### src/sccs_pkg.sv
// ----------------------------------------------------------------------------
// sccs_pkg
// Types, byte codes and command tables shared by the capture sequencer.
// ----------------------------------------------------------------------------
package sccs_pkg;

  // Byte source and destination codes
  localparam logic SRC_CAMERA  = 1'b0;
  localparam logic SRC_HOST    = 1'b1;
  localparam logic DEST_CAMERA = 1'b0;
  localparam logic DEST_HOST   = 1'b1;

  // Received byte codes
  localparam logic [7:0] HOST_CAPTURE = 8'h63;
  localparam logic [7:0] IMG_START    = 8'hFF;
  localparam logic [7:0] IMG_END_HI   = 8'hD9;
  localparam logic [7:0] IMG_END_LO   = 8'h76;

  // Command bytes
  localparam logic [7:0] CAM_SYNC     = 8'h56;
  localparam logic [7:0] CAM_SERIAL   = 8'h00;
  localparam logic [7:0] OP_FBUF_CTRL = 8'h36;
  localparam logic [7:0] OP_FBUF_LEN  = 8'h34;
  localparam logic [7:0] OP_READ_FBUF = 8'h32;
  localparam logic [7:0] LEN_ONE      = 8'h01;
  localparam logic [7:0] LEN_READ     = 8'h0C;
  localparam logic [7:0] ARG_RESUME   = 8'h03;
  localparam logic [7:0] ARG_STOP     = 8'h00;
  localparam logic [7:0] READ_MODE    = 8'h0A;
  localparam logic [7:0] READ_DELAY   = 8'h0A;
  localparam logic [7:0] BYTE_ZERO    = 8'h00;

  // Reply counts that start the next command
  localparam logic [3:0] IDLE_REPLIES_DONE = 4'd3;
  localparam logic [3:0] SHOT_REPLIES_DONE = 4'd5;
  localparam logic [3:0] SIZE_REPLIES_DONE = 4'd9;
  localparam logic [3:0] COUNT_MAX         = 4'd15;

  // Positions of the size bytes within the size query reply
  localparam logic [3:0] SIZE_HI_POS = 4'd7;
  localparam logic [3:0] SIZE_LO_POS = 4'd8;

  // Last byte index of each command
  localparam logic [3:0] SHORT_CMD_LAST = 4'd4;
  localparam logic [3:0] READ_CMD_LAST  = 4'd15;

  typedef enum logic [1:0] {
    PH_NONE,
    PH_IDLE,
    PH_SHOT,
    PH_SIZE
  } phase_t;

  typedef enum logic [2:0] {
    CMD_NONE,
    CMD_IDLE,
    CMD_SHOT,
    CMD_SIZE,
    CMD_READ
  } cmd_t;

  typedef struct packed {
    logic       action;
    logic [7:0] rx_byte;
  } in_item_t;

  typedef struct packed {
    logic       dest;
    logic [7:0] tx_byte;
    logic       last;
  } out_item_t;

  // One classified input transaction: an optional host-bound byte, then
  // an optional camera command
  typedef struct packed {
    logic       fwd;
    logic [7:0] fwd_byte;
    cmd_t       cmd;
    logic [7:0] size_hi;
    logic [7:0] size_lo;
  } job_t;

  typedef struct packed {
    logic full;
    logic not_empty;
  } q_stat_t;

  function automatic logic [3:0] sat_inc(input logic [3:0] v);
    sat_inc = (v == COUNT_MAX) ? COUNT_MAX : v + 4'd1;
  endfunction

  function automatic logic [3:0] cmd_last_idx(input cmd_t c);
    cmd_last_idx = (c == CMD_READ) ? READ_CMD_LAST : SHORT_CMD_LAST;
  endfunction

  function automatic logic [7:0] cmd_byte(input cmd_t c, input logic [3:0] idx,
                                          input logic [7:0] size_hi,
                                          input logic [7:0] size_lo);
    logic [7:0] op;
    logic [7:0] arg;
    op  = OP_FBUF_CTRL;
    arg = ARG_STOP;
    unique case (c)
      CMD_IDLE: begin
        arg = ARG_RESUME;
      end
      CMD_SIZE: begin
        op = OP_FBUF_LEN;
      end
      default: begin
      end
    endcase
    if (c == CMD_READ) begin
      unique case (idx)
        4'd0:    cmd_byte = CAM_SYNC;
        4'd2:    cmd_byte = OP_READ_FBUF;
        4'd3:    cmd_byte = LEN_READ;
        4'd5:    cmd_byte = READ_MODE;
        4'd12:   cmd_byte = size_hi;
        4'd13:   cmd_byte = size_lo;
        4'd15:   cmd_byte = READ_DELAY;
        default: cmd_byte = BYTE_ZERO;
      endcase
    end else begin
      unique case (idx)
        4'd0:    cmd_byte = CAM_SYNC;
        4'd1:    cmd_byte = CAM_SERIAL;
        4'd2:    cmd_byte = op;
        4'd3:    cmd_byte = LEN_ONE;
        default: cmd_byte = arg;
      endcase
    end
  endfunction

endpackage

### src/sccs_front.sv
// ----------------------------------------------------------------------------
// sccs_front
// Accepts received bytes, tracks the capture phases and classifies each
// transaction into a job for the back end.
// ----------------------------------------------------------------------------
module sccs_front (
  input  logic              clk,
  input  logic              rst_n,
  input  logic              in_valid,
  output logic              in_stall,
  input  sccs_pkg::in_item_t in_data,
  input  sccs_pkg::q_stat_t q_stat,
  output logic              q_push,
  output sccs_pkg::job_t    q_job
);

  sccs_pkg::phase_t phase_r, phase_nxt;
  logic [3:0] idle_rep_r, idle_rep_nxt;
  logic [3:0] shot_rep_r, shot_rep_nxt;
  logic [3:0] size_rep_r, size_rep_nxt;
  logic [3:0] store_idx_r, store_idx_nxt;
  logic       capture_size_r, capture_size_nxt;
  logic       reading_r, reading_nxt;
  logic       started_r, started_nxt;
  logic       saw_end_r, saw_end_nxt;
  logic [7:0] size_hi_r, size_hi_nxt;
  logic [7:0] size_lo_r, size_lo_nxt;
  logic       accept;
  logic       fwd;
  sccs_pkg::cmd_t cmd;

  assign in_stall = q_stat.full;
  assign accept   = in_valid && !q_stat.full;

  always_comb begin
    phase_nxt        = phase_r;
    idle_rep_nxt     = idle_rep_r;
    shot_rep_nxt     = shot_rep_r;
    size_rep_nxt     = size_rep_r;
    store_idx_nxt    = store_idx_r;
    capture_size_nxt = capture_size_r;
    reading_nxt      = reading_r;
    started_nxt      = started_r;
    saw_end_nxt      = saw_end_r;
    size_hi_nxt      = size_hi_r;
    size_lo_nxt      = size_lo_r;
    fwd              = 1'b0;
    cmd              = sccs_pkg::CMD_NONE;

    if (in_data.action == sccs_pkg::SRC_HOST) begin
      if (in_data.rx_byte == sccs_pkg::HOST_CAPTURE) begin
        size_hi_nxt   = sccs_pkg::BYTE_ZERO;
        size_lo_nxt   = sccs_pkg::BYTE_ZERO;
        phase_nxt     = sccs_pkg::PH_IDLE;
        idle_rep_nxt  = '0;
        store_idx_nxt = '0;
        reading_nxt   = 1'b0;
        started_nxt   = 1'b0;
        cmd           = sccs_pkg::CMD_IDLE;
      end
    end else begin
      unique case (phase_r)
        sccs_pkg::PH_IDLE: idle_rep_nxt = sccs_pkg::sat_inc(idle_rep_r);
        sccs_pkg::PH_SHOT: shot_rep_nxt = sccs_pkg::sat_inc(shot_rep_r);
        sccs_pkg::PH_SIZE: size_rep_nxt = sccs_pkg::sat_inc(size_rep_r);
        default: begin
        end
      endcase
      // Only the two size bytes of the stored reply are ever read back
      if (capture_size_r) begin
        if (store_idx_r == sccs_pkg::SIZE_HI_POS) begin
          size_hi_nxt = in_data.rx_byte;
        end
        if (store_idx_r == sccs_pkg::SIZE_LO_POS) begin
          size_lo_nxt = in_data.rx_byte;
        end
        store_idx_nxt = sccs_pkg::sat_inc(store_idx_r);
      end
      if (in_data.rx_byte == sccs_pkg::IMG_START) begin
        started_nxt = 1'b1;
      end
      priority if (in_data.rx_byte == sccs_pkg::IMG_END_HI) begin
        saw_end_nxt = 1'b1;
      end else if (in_data.rx_byte == sccs_pkg::IMG_END_LO && saw_end_r) begin
        started_nxt = 1'b0;
        saw_end_nxt = 1'b0;
        size_hi_nxt = sccs_pkg::BYTE_ZERO;
        size_lo_nxt = sccs_pkg::BYTE_ZERO;
      end else begin
        saw_end_nxt = 1'b0;
      end
      fwd = reading_r && started_nxt;
    end

    priority if (idle_rep_nxt >= sccs_pkg::IDLE_REPLIES_DONE) begin
      phase_nxt     = sccs_pkg::PH_SHOT;
      idle_rep_nxt  = '0;
      shot_rep_nxt  = '0;
      store_idx_nxt = '0;
      cmd           = sccs_pkg::CMD_SHOT;
    end else if (shot_rep_nxt == sccs_pkg::SHOT_REPLIES_DONE) begin
      phase_nxt        = sccs_pkg::PH_SIZE;
      shot_rep_nxt     = '0;
      size_rep_nxt     = '0;
      capture_size_nxt = 1'b1;
      cmd              = sccs_pkg::CMD_SIZE;
    end else if (size_rep_nxt == sccs_pkg::SIZE_REPLIES_DONE) begin
      size_rep_nxt     = '0;
      phase_nxt        = sccs_pkg::PH_NONE;
      capture_size_nxt = 1'b0;
      reading_nxt      = 1'b1;
      started_nxt      = 1'b0;
      store_idx_nxt    = '0;
      cmd              = sccs_pkg::CMD_READ;
    end else begin
    end

    q_job.fwd      = fwd;
    q_job.fwd_byte = in_data.rx_byte;
    q_job.cmd      = cmd;
    q_job.size_hi  = size_hi_nxt;
    q_job.size_lo  = size_lo_nxt;
    q_push         = accept && (fwd || cmd != sccs_pkg::CMD_NONE);
  end

  always_ff @(posedge clk) begin
    if (!rst_n) begin
      phase_r        <= sccs_pkg::PH_NONE;
      idle_rep_r     <= '0;
      shot_rep_r     <= '0;
      size_rep_r     <= '0;
      store_idx_r    <= '0;
      capture_size_r <= 1'b0;
      reading_r      <= 1'b0;
      started_r      <= 1'b0;
      saw_end_r      <= 1'b0;
      size_hi_r      <= '0;
      size_lo_r      <= '0;
    end else if (accept) begin
      phase_r        <= phase_nxt;
      idle_rep_r     <= idle_rep_nxt;
      shot_rep_r     <= shot_rep_nxt;
      size_rep_r     <= size_rep_nxt;
      store_idx_r    <= store_idx_nxt;
      capture_size_r <= capture_size_nxt;
      reading_r      <= reading_nxt;
      started_r      <= started_nxt;
      saw_end_r      <= saw_end_nxt;
      size_hi_r      <= size_hi_nxt;
      size_lo_r      <= size_lo_nxt;
    end
  end

endmodule

### src/sccs_fifo.sv
// ----------------------------------------------------------------------------
// sccs_fifo
// Two-entry job queue between the front and back ends.
// ----------------------------------------------------------------------------
module sccs_fifo (
  input  logic              clk,
  input  logic              rst_n,
  input  logic              push,
  input  sccs_pkg::job_t    push_job,
  input  logic              pop,
  output sccs_pkg::job_t    head_job,
  output sccs_pkg::q_stat_t stat
);

  sccs_pkg::job_t entry_r [2];
  logic       wr_ptr_r, wr_ptr_nxt;
  logic       rd_ptr_r, rd_ptr_nxt;
  logic [1:0] count_r, count_nxt;

  always_comb begin
    wr_ptr_nxt = push ? ~wr_ptr_r : wr_ptr_r;
    rd_ptr_nxt = pop ? ~rd_ptr_r : rd_ptr_r;
    count_nxt  = count_r + {1'b0, push} - {1'b0, pop};
    stat.full      = (count_r == 2'd2);
    stat.not_empty = (count_r != 2'd0);
    head_job       = entry_r[rd_ptr_r];
  end

  always_ff @(posedge clk) begin
    if (push) begin
      entry_r[wr_ptr_r] <= push_job;
    end
  end

  always_ff @(posedge clk) begin
    if (!rst_n) begin
      wr_ptr_r <= 1'b0;
      rd_ptr_r <= 1'b0;
      count_r  <= '0;
    end else begin
      wr_ptr_r <= wr_ptr_nxt;
      rd_ptr_r <= rd_ptr_nxt;
      count_r  <= count_nxt;
    end
  end

endmodule

### src/sccs_back.sv
// ----------------------------------------------------------------------------
// sccs_back
// Expands one job at a time into result bytes, one per cycle while out is
// not stalled, through an output register.
// ----------------------------------------------------------------------------
module sccs_back (
  input  logic               clk,
  input  logic               rst_n,
  input  sccs_pkg::q_stat_t  q_stat,
  input  sccs_pkg::job_t     q_job,
  output logic               q_pop,
  output logic               out_valid,
  input  logic               out_stall,
  output sccs_pkg::out_item_t out_data
);

  logic                job_valid_r, job_valid_nxt;
  sccs_pkg::job_t      job_r;
  logic                fwd_done_r, fwd_done_nxt;
  logic [3:0]          idx_r, idx_nxt;
  logic                out_valid_r, out_valid_nxt;
  sccs_pkg::out_item_t out_r, out_nxt;
  logic                can_load;
  logic                emit;
  logic                emit_fwd;
  logic                finishing;

  always_comb begin
    can_load = !out_valid_r || !out_stall;
    emit     = job_valid_r && can_load;
    emit_fwd = job_r.fwd && !fwd_done_r;

    if (emit_fwd) begin
      out_nxt.dest    = sccs_pkg::DEST_HOST;
      out_nxt.tx_byte = job_r.fwd_byte;
      out_nxt.last    = (job_r.cmd == sccs_pkg::CMD_NONE);
    end else begin
      out_nxt.dest    = sccs_pkg::DEST_CAMERA;
      out_nxt.tx_byte = sccs_pkg::cmd_byte(job_r.cmd, idx_r, job_r.size_hi, job_r.size_lo);
      out_nxt.last    = (idx_r == sccs_pkg::cmd_last_idx(job_r.cmd));
    end

    finishing = emit && out_nxt.last;
    q_pop     = q_stat.not_empty && (!job_valid_r || finishing);

    out_valid_nxt = emit ? 1'b1 : (can_load ? 1'b0 : out_valid_r);

    job_valid_nxt = job_valid_r;
    fwd_done_nxt  = fwd_done_r;
    idx_nxt       = idx_r;
    priority if (q_pop) begin
      job_valid_nxt = 1'b1;
      fwd_done_nxt  = 1'b0;
      idx_nxt       = '0;
    end else if (finishing) begin
      job_valid_nxt = 1'b0;
    end else if (emit) begin
      if (emit_fwd) begin
        fwd_done_nxt = 1'b1;
      end else begin
        idx_nxt = idx_r + 4'd1;
      end
    end else begin
    end
  end

  always_ff @(posedge clk) begin
    if (q_pop) begin
      job_r <= q_job;
    end
    if (emit) begin
      out_r <= out_nxt;
    end
  end

  always_ff @(posedge clk) begin
    if (!rst_n) begin
      job_valid_r <= 1'b0;
      fwd_done_r  <= 1'b0;
      idx_r       <= '0;
      out_valid_r <= 1'b0;
    end else begin
      job_valid_r <= job_valid_nxt;
      fwd_done_r  <= fwd_done_nxt;
      idx_r       <= idx_nxt;
      out_valid_r <= out_valid_nxt;
    end
  end

  assign out_valid = out_valid_r;
  assign out_data  = out_r;

endmodule

### src/serial_camera_capture_sequencer.sv
// ----------------------------------------------------------------------------
// serial_camera_capture_sequencer
// Steps a serial camera through one picture capture from host and camera
// bytes, emitting camera commands and forwarding image bytes to the host.
// ----------------------------------------------------------------------------
//
//   channel  direction  ports                       transaction
//   in       input      in_valid in_stall in_data   one received byte
//   out      output     out_valid out_stall out_data one byte to transmit
//
// Cycles: the front end takes one transaction per cycle while the two-entry
// job queue has room. The back end emits one result per cycle while out is
// not stalled. A transaction causes 1 result for a forwarded image byte,
// 5 for a short command, 16 for the image-read command (17 with a forwarded
// byte ahead of it). Transactions with no result cost no back end time.
// Reset (synchronous, rst_n low) clears all phase, counter, queue and
// output control state. A stall on out holds the output register and,
// once the queue fills, raises in_stall.
//
module serial_camera_capture_sequencer (
  input  logic                clk,
  input  logic                rst_n,
  input  logic                in_valid,
  output logic                in_stall,
  input  sccs_pkg::in_item_t  in_data,
  output logic                out_valid,
  input  logic                out_stall,
  output sccs_pkg::out_item_t out_data
);

  // Front to queue: classified jobs
  logic              q_push;
  sccs_pkg::job_t    push_job;
  // Queue to back: head job and fill status
  logic              q_pop;
  sccs_pkg::job_t    head_job;
  sccs_pkg::q_stat_t q_stat;

  // Track phases, count replies, latch the size bytes, classify each byte
  sccs_front u_front (
    .clk      (clk),
    .rst_n    (rst_n),
    .in_valid (in_valid),
    .in_stall (in_stall),
    .in_data  (in_data),
    .q_stat   (q_stat),
    .q_push   (q_push),
    .q_job    (push_job)
  );

  // Decouple classification from byte emission
  sccs_fifo u_fifo (
    .clk      (clk),
    .rst_n    (rst_n),
    .push     (q_push),
    .push_job (push_job),
    .pop      (q_pop),
    .head_job (head_job),
    .stat     (q_stat)
  );

  // Expand each job into result bytes
  sccs_back u_back (
    .clk       (clk),
    .rst_n     (rst_n),
    .q_stat    (q_stat),
    .q_job     (head_job),
    .q_pop     (q_pop),
    .out_valid (out_valid),
    .out_stall (out_stall),
    .out_data  (out_data)
  );

  // Nothing leaves the block in the cycle after reset
  a_reset_quiet : assert property (@(posedge clk) !rst_n |=> !out_valid)
    else $error("result valid right after reset");

  // Front never pushes into a full queue
  a_no_overflow : assert property (@(posedge clk) disable iff (!rst_n)
    q_stat.full |-> !q_push)
    else $error("job pushed into full queue");

  // Back never pops an empty queue
  a_no_underflow : assert property (@(posedge clk) disable iff (!rst_n)
    q_pop |-> q_stat.not_empty)
    else $error("job popped from empty queue");

endmodule
### config.mk
export PLATFORM = sky130hd
export DESIGN_NAME = serial_camera_capture_sequencer
export DESIGN_NICKNAME = d
export VERILOG_FILES = /design/src/sccs_pkg.sv /design/src/sccs_front.sv /design/src/sccs_fifo.sv /design/src/sccs_back.sv /design/src/serial_camera_capture_sequencer.sv
export SDC_FILE = /design/constraint.sdc
export NUM_CORES = 1
export LEC_CHECK = 0
export ABC_AREA = 1
export CORE_ASPECT_RATIO = 1.25
export CORE_MARGIN = 2
export CORE_UTILIZATION = 30
export CTS_BUF_LIST = sky130_fd_sc_hd__clkbuf_16
export CTS_CLUSTER_SIZE = 10
export DETAILED_ROUTE_END_ITERATION = 16
export DONT_BUFFER_PORTS = 1
export RECOVER_POWER = 100
export SYNTH_ARGS = -nofsm -noshare
export SYNTH_HDL_FRONTEND = slang
export SYNTH_HIERARCHICAL = 1
export SYNTH_SLANG_ARGS = --single-unit
### constraint.sdc
create_clock -name clk -period 3.1 [get_ports clk]
set_input_delay 0.31 -clock clk [delete_from_list [all_inputs] [get_ports clk]]
set_output_delay 0.31 -clock clk [all_outputs]
set_load 0.02 [all_outputs]
==> flow_metrics.tcl, run 1 <==
set metrics [dict create \
    gr-usage-all-layers 0.110 \
    required_ns 3.16 \
    syn-num-nets 723 \
    drc 0 \
    hold_slack_ns 0.0235 \
    cts_tree "built" \
    synthArstFlopShare 0 \
    ys_ff_latch 144 \
    io_buffers 0 \
    die_area_um2 24200 \
    clock_path_buffers 2 \
    tns_ns 0 \
    worstSetupPathType "reg2reg" \
    syn_area_um2 6900 \
    drv_slew 29 \
    wl_mm 13.0 \
    syn_avg_cell_area_um2 9.87 \
    antenna_found_initial 0 \
    ys.flop_type "edfxtp_1" \
    period_needed_ns 2.54 \
    worst_slew_margin_rel -0.0392 \
    grt_pass1_vias 4350 \
    numCtsBuffers 17 \
    antenna_cells 0 \
    power_density_nw_per_um2 751 \
    final_util 0.337 \
    cp_cell_sequence "nand2_1 > nand2_1 > inv_1 > clkbuf_1 > nand2_1 > nand2_1 > nand2_1 > inv_1 > clkbuf_2" \
    place.detailed.hpwl_mm 9.05 \
    core_region_area_um2 22800 \
    worstSkewPairLatency_ns 0.42 \
    root_buffer "clkbuf_16" \
    hold_violations 0 \
    layout_setup_ws_ns 0.558 \
    cp.arrival_ns 2.60 \
    cp_num_buf_inv 4 \
    clk_pin_slew_ns 0.06 \
    clock-sinks 144 \
    period_share 0.820 \
    die_w_um 140 \
    synth_seq_area_share 0.554 \
    grt_pass1_wl_mm 21.1 \
    post_drt_wl_per_cell_um 12.8 \
    drt.antenna.violating_nets 0 \
    drive_gt1_frac 0.115 \
    dieHeight_um 174 \
    synthDistinctLibCells 47 \
    start_util 0.303 \
    cpPeakStageDelay_ns 0.57 \
    ys_warn_count 6 \
    total_power_uw 5780 \
    setup_viol 0 \
    crit_fanout 30 \
    route.vias.total 4540 \
    drt_iter0_markers 308 \
    fmax_mhz 393 \
    critPathCaptureType "flop" \
    num-fill-cells 2330 \
    worstMarginPinSlew_ns 1.56 \
    status "complete, but fails checks" \
    hold_path_class "in2reg" \
    gp_congestion 0.867 \
    critPathLaunchType "flop" \
    finClkSkew_ns 0.0115 \
    rsz0062_at_grt "false" \
    p_leak_uw 0.00294 \
    preCtsSetupSlack_ns 0.631 \
    io_pins 25 \
    crit_top_cell "nand2_1" \
    dr.pass1.iters 4 \
    final_common_cell "nand2_1" \
    vias_per_cell 4.50 \
    syn_inst 699 \
    ir_worst_vdd_mv 0.456 \
    critPathSlowestCell "clkbuf_1" \
    row_count 62 \
    area_growth_syn_to_layout_pct 11.4 \
    nNetsFinal 732 \
    maxCapViolations 1 \
    violations "max-capacitance violations, max-slew violations" \
    htreeDepth 4 \
    synth_edf_count 94 \
    grt_max_degree 38 \
    critPathTopFamily "buffers and inverters" \
    gr-total-overflow 0 \
    final_cell_mix "nand2_1 (140), edfxtp_1 (94), inv_1 (79)" \
]
cells in the mapped netlist (8+ instances only):
cell type  number  share of area
nand3_1        34          0.025
a21oi_1        31          0.022
edfxtp_1       94           0.41
nor2_2          9         0.0082
inv_1          79          0.043
nand2_2        13          0.012
mux2_4         20          0.044
o21ai_1        17          0.012
mux2_2          8          0.013
ha_1           11          0.020
dfxtp_1        50           0.15
nor2_1         76          0.041
clkbuf_1        8         0.0044
nand2_1       136          0.074
buf_4          13          0.014
o21ai_0        24          0.017
final timing paths:
path | end | cells past startpoint | slack [ns] | start
max | u_back/job_r[25] | 9 | 0.56 | u_back/out_valid
min | u_back/out_valid | 2 | 0.02 | rst_n
max reg2reg | u_back/job_r[25] | 9 | 0.56 | u_back/out_valid
min reg2reg | u_back/out_valid | 2 | 0.49 | u_back/job_valid_r
kinds of logic after synthesis:
group	share of synthesized area
fa+ha+maj	0.0199
simple gates	0.208
flops	0.554
buf+inv	0.0756
mux	0.0566
compound gates	0.0825
xor+xnor	0.00381
worst reg2reg max path, stage by stage, from the launching register on:
cell,delay (ns)
dfxtp_1,0.38
nand2_1,0.12
nand2_1,0.07
inv_1,0.05
clkbuf_1,0.57
nand2_1,0.12
nand2_1,0.10
nand2_1,0.10
inv_1,0.10
clkbuf_2,0.55
cell type report:
type,instances,area (µm²),area share
flip-flops and latches,144,3820,0.497
multi-input cells,444,2410,0.313
clock buffers,17,425,0.0553
well taps,288,360,0.0469
inverters,84,315,0.0410
clock inverters,15,218,0.0283
repair buffers,17,138,0.0179
timing repair:
item,in CTS,in global routing
endpoints found under the hold margin,21,0
gates resized for setup,0,0
hold buffers,9,0
setup buffers,0,0
registers in the layout, summed over array words and instances, names as in the netlist, 2 cells and up, named ones only:
signal / flops
u_front/idle_rep_r: 4
u_front/size_hi_r: 8
u_back/out_data: 10
u_back/idx_r: 4
u_back/job_r: 28
u_front/shot_rep_r: 4
u_front/size_lo_r: 8
u_front/size_rep_r: 4
u_fifo/entry_r: 56
u_front/phase_r: 2
u_front/store_idx_r: 4
u_fifo/count_r: 2
power by group:
part / total, µW / switching (µW) / internal, µW
Clock: 2200 / 824 / 1370
Combinational: 944 / 654 / 290
Sequential: 2630 / 182 / 2450
metrics by stage:
step / std cells / area, µm²
floorplan: 699 / 6900
global placement: 968 / 7120
detailed placement: 968 / 7120
CTS: 1009 / 7850
global route: 1009 / 7690
finish: 1009 / 7690
layer usage:
metal / global-route usage / vias to the layer above / wire (µm)
met3: 0.0293 / 24 / 528
met1: 0.123 / 2092 / 5540
met5: 0 / - / 0
met4: 0.0558 / 0 / 310
li1: - / 2350 / -
met2: 0.194 / 74 / 6580
Note: power is estimated with default switching activity, not from simulation.
==> run 2: changes to the inputs <==
Clock period 3.1 ns to 2.5 ns, I/O delays scaled along.
==> run 2 against run 1 <==
  * The flow now finishes without violations
  * Count of clock-buffer cells in the layout unchanged
  * Utilization up 0.093 points
  * Flip-flop and latch count unchanged
  * Final area up 0.28%
  * Clock power up 7%
  * Critical path type unchanged
==> flow_metrics.tcl, run 2 (synthesis gave the netlist of run 1 again) <==
set metrics [dict create \
    grt_max_degree 36 \
    reg2reg_depth 13 \
    start_util 0.303 \
    worstMarginPinSlew_ns 1.18 \
    seq_area_um2 3830 \
    rsz0062_at_grt "false" \
    nNetsFinal 736 \
    io_pins 25 \
    critPathLaunchType "flop" \
    required_ns 2.63 \
    numCtsBuffers 17 \
    antenna_found_initial 0 \
    io_buffers 0 \
    period_needed_ns 2.28 \
    regToRegSetupSlack_ns 0.22 \
    crit_fanout 28 \
    grt_pass1_wl_mm 21.5 \
    core_region_area_um2 22800 \
    final_cell_mix "nand2_1 (138), edfxtp_1 (94), inv_1 (78)" \
    hold_violations 0 \
    worstSetupPathType "reg2reg" \
    rr_startpoint "u_front/size_rep_r[0]" \
    maxCapViolations 0 \
    hold_path_depth 2 \
    vias_per_cell 4.55 \
    dr.pass1.iters 4 \
    wl_mm 13.1 \
    die_area_um2 24200 \
    drive_gt1_frac 0.137 \
    period_share 0.912 \
    grt_pass1_vias 4468 \
    htreeDepth 4 \
    multi_input_area_um2 2460 \
    endpoint "u_fifo/entry_r[1][14]" \
    clock_path_buffers 2 \
    timing.rr.end "u_fifo/entry_r[1][14]" \
    power_density_nw_per_um2 885 \
    gp_congestion 0.877 \
    antenna_cells 0 \
    post_drt_wl_per_cell_um 12.9 \
    drv_slew 0 \
    drt.antenna.violating_nets 0 \
    clock-sinks 144 \
    largest_register_ffs 56 \
    route.vias.total 4607 \
    p_leak_uw 0.00290 \
    clk_pin_slew_ns 0.06 \
    place.detailed.hpwl_mm 9.18 \
    tns_ns 0 \
    dieHeight_um 174 \
    ir_worst_vdd_mv 0.551 \
    hold_path_class "in2reg" \
    gr-total-overflow 0 \
    area_growth_syn_to_layout_pct 11.7 \
    cp.arrival_ns 2.41 \
    final_util 0.338 \
    num-fill-cells 2334 \
    drt_iter0_markers 336 \
    root_buffer "clkbuf_16" \
    fmax_mhz 439 \
    worst_slew_margin_rel 0.211 \
    startpoint "u_front/size_rep_r[0]" \
    post-place-cells 972 \
    gr-usage-all-layers 0.113 \
    setup_viol 0 \
    status "finished clean" \
    final_common_cell "nand2_1" \
    finClkSkew_ns 0.00926 \
    drc 0 \
    final_cells 1013 \
    preCtsSetupSlack_ns 0.135 \
    critPathCaptureType "flop" \
    row_count 62 \
    worstSkewPairLatency_ns 0.43 \
    layout_setup_ws_ns 0.220 \
    die_w_um 140 \
    regMostFlops "u_fifo/entry_r" \
    cts_tree "built" \
]
==> run 2: changes by cell type in the layout (fill, tap and decap cells not counted), moves of 3 or more <==
cell / change
clkinvlp_4: +4
inv_6: -3
o21ai_1: +3
dfxtp_2: +5
o21ai_0: -3
bufinv_16: -4
dfxtp_1: -5
==> run 2: cell type report <==
class	count	share of cell area
Multi-Input combinational cell	444	0.319
Sequential cell	144	0.497
Timing Repair Buffer	21	0.0238
Clock inverter	15	0.0164
Clock buffer	17	0.0552
Inverter	84	0.0420
Tap cell	288	0.0467
==> run 2: worst min-delay path by stage <==
stage          slack (ns)                    end  startpoint
6_report             0.01       u_back/out_valid   out_stall
5_1_grt             0.003      u_front/saw_end_r  in_data[8]
4_1_cts             0.009      u_front/saw_end_r  in_data[8]
2_1_floorplan        0.34      u_fifo/count_r[0]       rst_n
3_3_place_gp         0.35  u_fifo/entry_r[0][26]  in_data[7]
3_5_place_dp         0.35  u_fifo/entry_r[0][26]  in_data[7]
==> run 2: power breakdown <==
part | switching [µW] | internal [µW]
Clock | 1050 | 1300
Sequential | 217 | 3040
Combinational | 844 | 375
==> run 2: through the flow <==
stage          hold WS, ns  cell area, µm²  power, µW
6_report            0.0133            7710       6830
5_1_grt            0.00301            7710       7210
4_1_cts            0.00946            7850       7020
3_5_place_dp         0.350            7210       4640
3_3_place_gp         0.349            7210       4620
2_1_floorplan        0.343            6940       4370
==> run 2: timing repair <==
action	in CTS	in global routing
hold buffers	9	0
gates resized for setup	0	9
endpoints found under the hold margin	31	0
setup buffers	0	0
endpoints found under the setup margin	0	57
==> run 2: routing by layer <==
metal	vias up	track usage	wire length [µm]
li1	2360	-	-
met1	2162	0.124	5650
met2	62	0.193	6550
met3	23	0.0401	576
met4	0	0.0575	334
met5	-	0	0
==> run 2: worst max-delay path: stages (launching register included) <==
cell	delay, ns
dfxtp_2	0.37
ha_2	0.20
nand3_1	0.11
or2_1	0.24
nand3_1	0.12
nand2_2	0.08
nor2_4	0.12
nor2_1	0.07
nand2_2	0.08
o21ai_1	0.06
inv_1	0.13
nand2_1	0.09
clkinvlp_2	0.11
buf_12	0.19
==> run 3: changes to the inputs <==
Settings changed: REMOVE_ABC_BUFFERS set to 1.
==> run 3 against run 2 <==
  * First-iteration DRC count down 30%
  * Non-clock buffer count up 13
  * Global-route usage down 0.13 points
  * Sequential power about the same
  * Utilization up 1.2 points
  * Critical path type unchanged
  * Critical endpoint is now u_fifo/entry_r[0][20]
  * Largest cell class unchanged
  * Highest routed layer unchanged
==> flow_metrics.tcl, run 3 (synthesis gave the netlist of run 1 again) <==
set metrics [dict create \
    antenna_cells 0 \
    start_util 0.303 \
    htreeDepth 4 \
    power_density_nw_per_um2 906 \
    die_w_um 140 \
    setup_viol 0 \
    post_drt_wl_per_cell_um 13.3 \
    clkPwrFrac 0.382 \
    clock-sinks 144 \
    ir_worst_vdd_mv 0.500 \
    final_cells 1026 \
    cp_cell_sequence "ha_1 > inv_1 > nand2_1 > o21ai_2 > nand3_4 > nor2_4 > nor2_2 > nand2_1 > o21ai_1 > inv_2 > inv_1 > nor2_4 > clkbuf_16" \
    seq_area_um2 3840 \
    cpPeakStageDelay_ns 0.36 \
    comb_power_share 0.170 \
    final_cell_mix "nand2_1 (137), edfxtp_1 (94), inv_1 (79)" \
    hold_violations 0 \
    grt_max_degree 31 \
    critPathSlowestCell "dfxtp_4" \
    cp.arrival_ns 2.51 \
    regMostFlops "u_fifo/entry_r" \
    rr_startpoint "u_front/shot_rep_r[0]" \
    antenna_found_initial 0 \
    seqPwrFrac 0.448 \
    period_share 0.955 \
    timing.rr.end "u_fifo/entry_r[0][20]" \
    row_count 62 \
    startpoint "u_front/shot_rep_r[0]" \
    area_growth_syn_to_layout_pct 15.8 \
    core_region_area_um2 22800 \
    hold_path_depth 2 \
    route.vias.total 4583 \
    multi_input_area_um2 2490 \
    maxCapViolations 0 \
    cts_tree "built" \
    worst_slew_margin_rel 0.442 \
    required_ns 2.62 \
    period_needed_ns 2.39 \
    drc 0 \
    clock_path_buffers 2 \
    hold_path_class "in2reg" \
    internal_power_uw 5260 \
    vias_per_cell 4.47 \
    hold_end "u_front/saw_end_r" \
    status "finished clean" \
    post-place-cells 973 \
    p_sw_uw 1980 \
    finClkSkew_ns 0.0181 \
    swShare 0.273 \
    crit_fanout 7 \
    worstSetupPathType "reg2reg" \
    fmax_mhz 419 \
    gr-total-overflow 0 \
    drt.antenna.violating_nets 0 \
    gp_congestion 0.848 \
    tns_ns 0 \
    rsz0062_at_grt "false" \
    drt_iter0_markers 236 \
    place.detailed.hpwl_mm 9.34 \
    worstMarginPinSlew_ns 0.828 \
    regToRegSetupSlack_ns 0.11 \
    io_buffers 0 \
    grt_pass1_wl_mm 21.5 \
    critPathCaptureType "flop" \
    final_common_cell "nand2_1" \
    io_pins 25 \
    wl_mm 13.6 \
    reg2reg_depth 13 \
    num-fill-cells 2339 \
    die_area_um2 24200 \
    numCtsBuffers 17 \
    root_buffer "clkbuf_16" \
    grt_pass1_vias 4484 \
    drive_gt1_frac 0.153 \
    nNetsFinal 749 \
    critPathLaunchType "flop" \
    gr-usage-all-layers 0.112 \
    clk_pin_slew_ns 0.06 \
    p_leak_uw 0.00305 \
    dieHeight_um 174 \
    drv_slew 0 \
    dr.pass1.iters 4 \
    worstSkewPairLatency_ns 0.42 \
    largest_register_ffs 56 \
    hp-start "in_data[0]" \
]
==> run 3: final cells by class <==
| cell class | instances | area share |
|---|---|---|
| sequential | 144 | 0.481 |
| multi-input combinational | 444 | 0.312 |
| clock buffer | 17 | 0.0532 |
| tap | 288 | 0.0451 |
| timing repair buffer | 34 | 0.0418 |
| inverter | 84 | 0.0395 |
| clock inverter | 15 | 0.0279 |
==> run 3: worst max-delay path by stage <==
stage	cells past startpoint	slack, ns	to
global placement	13	0.16	u_fifo/entry_r[0][23]
global route	13	0.005	u_fifo/entry_r[0][22]
detailed placement	13	0.12	u_fifo/entry_r[0][6]
floorplan	7	-0.93	u_fifo/entry_r[0][0]
finish	13	0.11	u_fifo/entry_r[0][20]
CTS	13	0.10	u_fifo/entry_r[0][14]
==> run 3: stage by stage <==
stage | instance area [µm²] | setup slack [ns] | hold slack (ns) | power [µW] | utilization
6_report | 7990 | 0.112 | 0.0302 | 7240 | 0.350
5_1_grt | 7990 | 0.00494 | 0.0333 | 7630 | 0.350
4_1_cts | 7940 | 0.103 | 0.0163 | 7430 | 0.348
3_5_place_dp | 7180 | 0.124 | 0.349 | 4620 | 0.315
3_3_place_gp | 7180 | 0.161 | 0.349 | 4600 | 0.315
2_1_floorplan | 6700 | -0.934 | 0.343 | 4250 | -
==> run 3: timing repair <==
action                                 in CTS  in global routing
setup endpoints to repair                   0                 57
setup buffers                               0                  7
hold buffers                               11                  0
gates resized for setup                     0                 20
endpoints found under the hold margin      31                  0
==> run 3: critical path: cells and delay by family (launching register included) <==
| family | cells | cell delay (ns) |
|---|---|---|
| simple gates | 6 | 0.73 |
| buf+inv | 4 | 0.43 |
| flops | 1 | 0.36 |
| compound gates | 2 | 0.29 |
| fa+ha+maj | 1 | 0.28 |
==> run 3: power by group through the flow <==
stage	clock network (µW)	logic, µW	registers (µW)
floorplan	0	935	3310
global placement	0	1290	3300
detailed placement	0	1310	3310
CTS	2830	1330	3260
global route	2940	1410	3290
finish	2760	1230	3250
==> run 3: routing by layer <==
metal,GRT usage,vias to the layer above,wire length (µm)
met4,0.0575,0,359
met1,0.119,2097,5510
li1,-,2382,-
met3,0.0376,19,730
met5,0,-,0
met2,0.196,85,7010
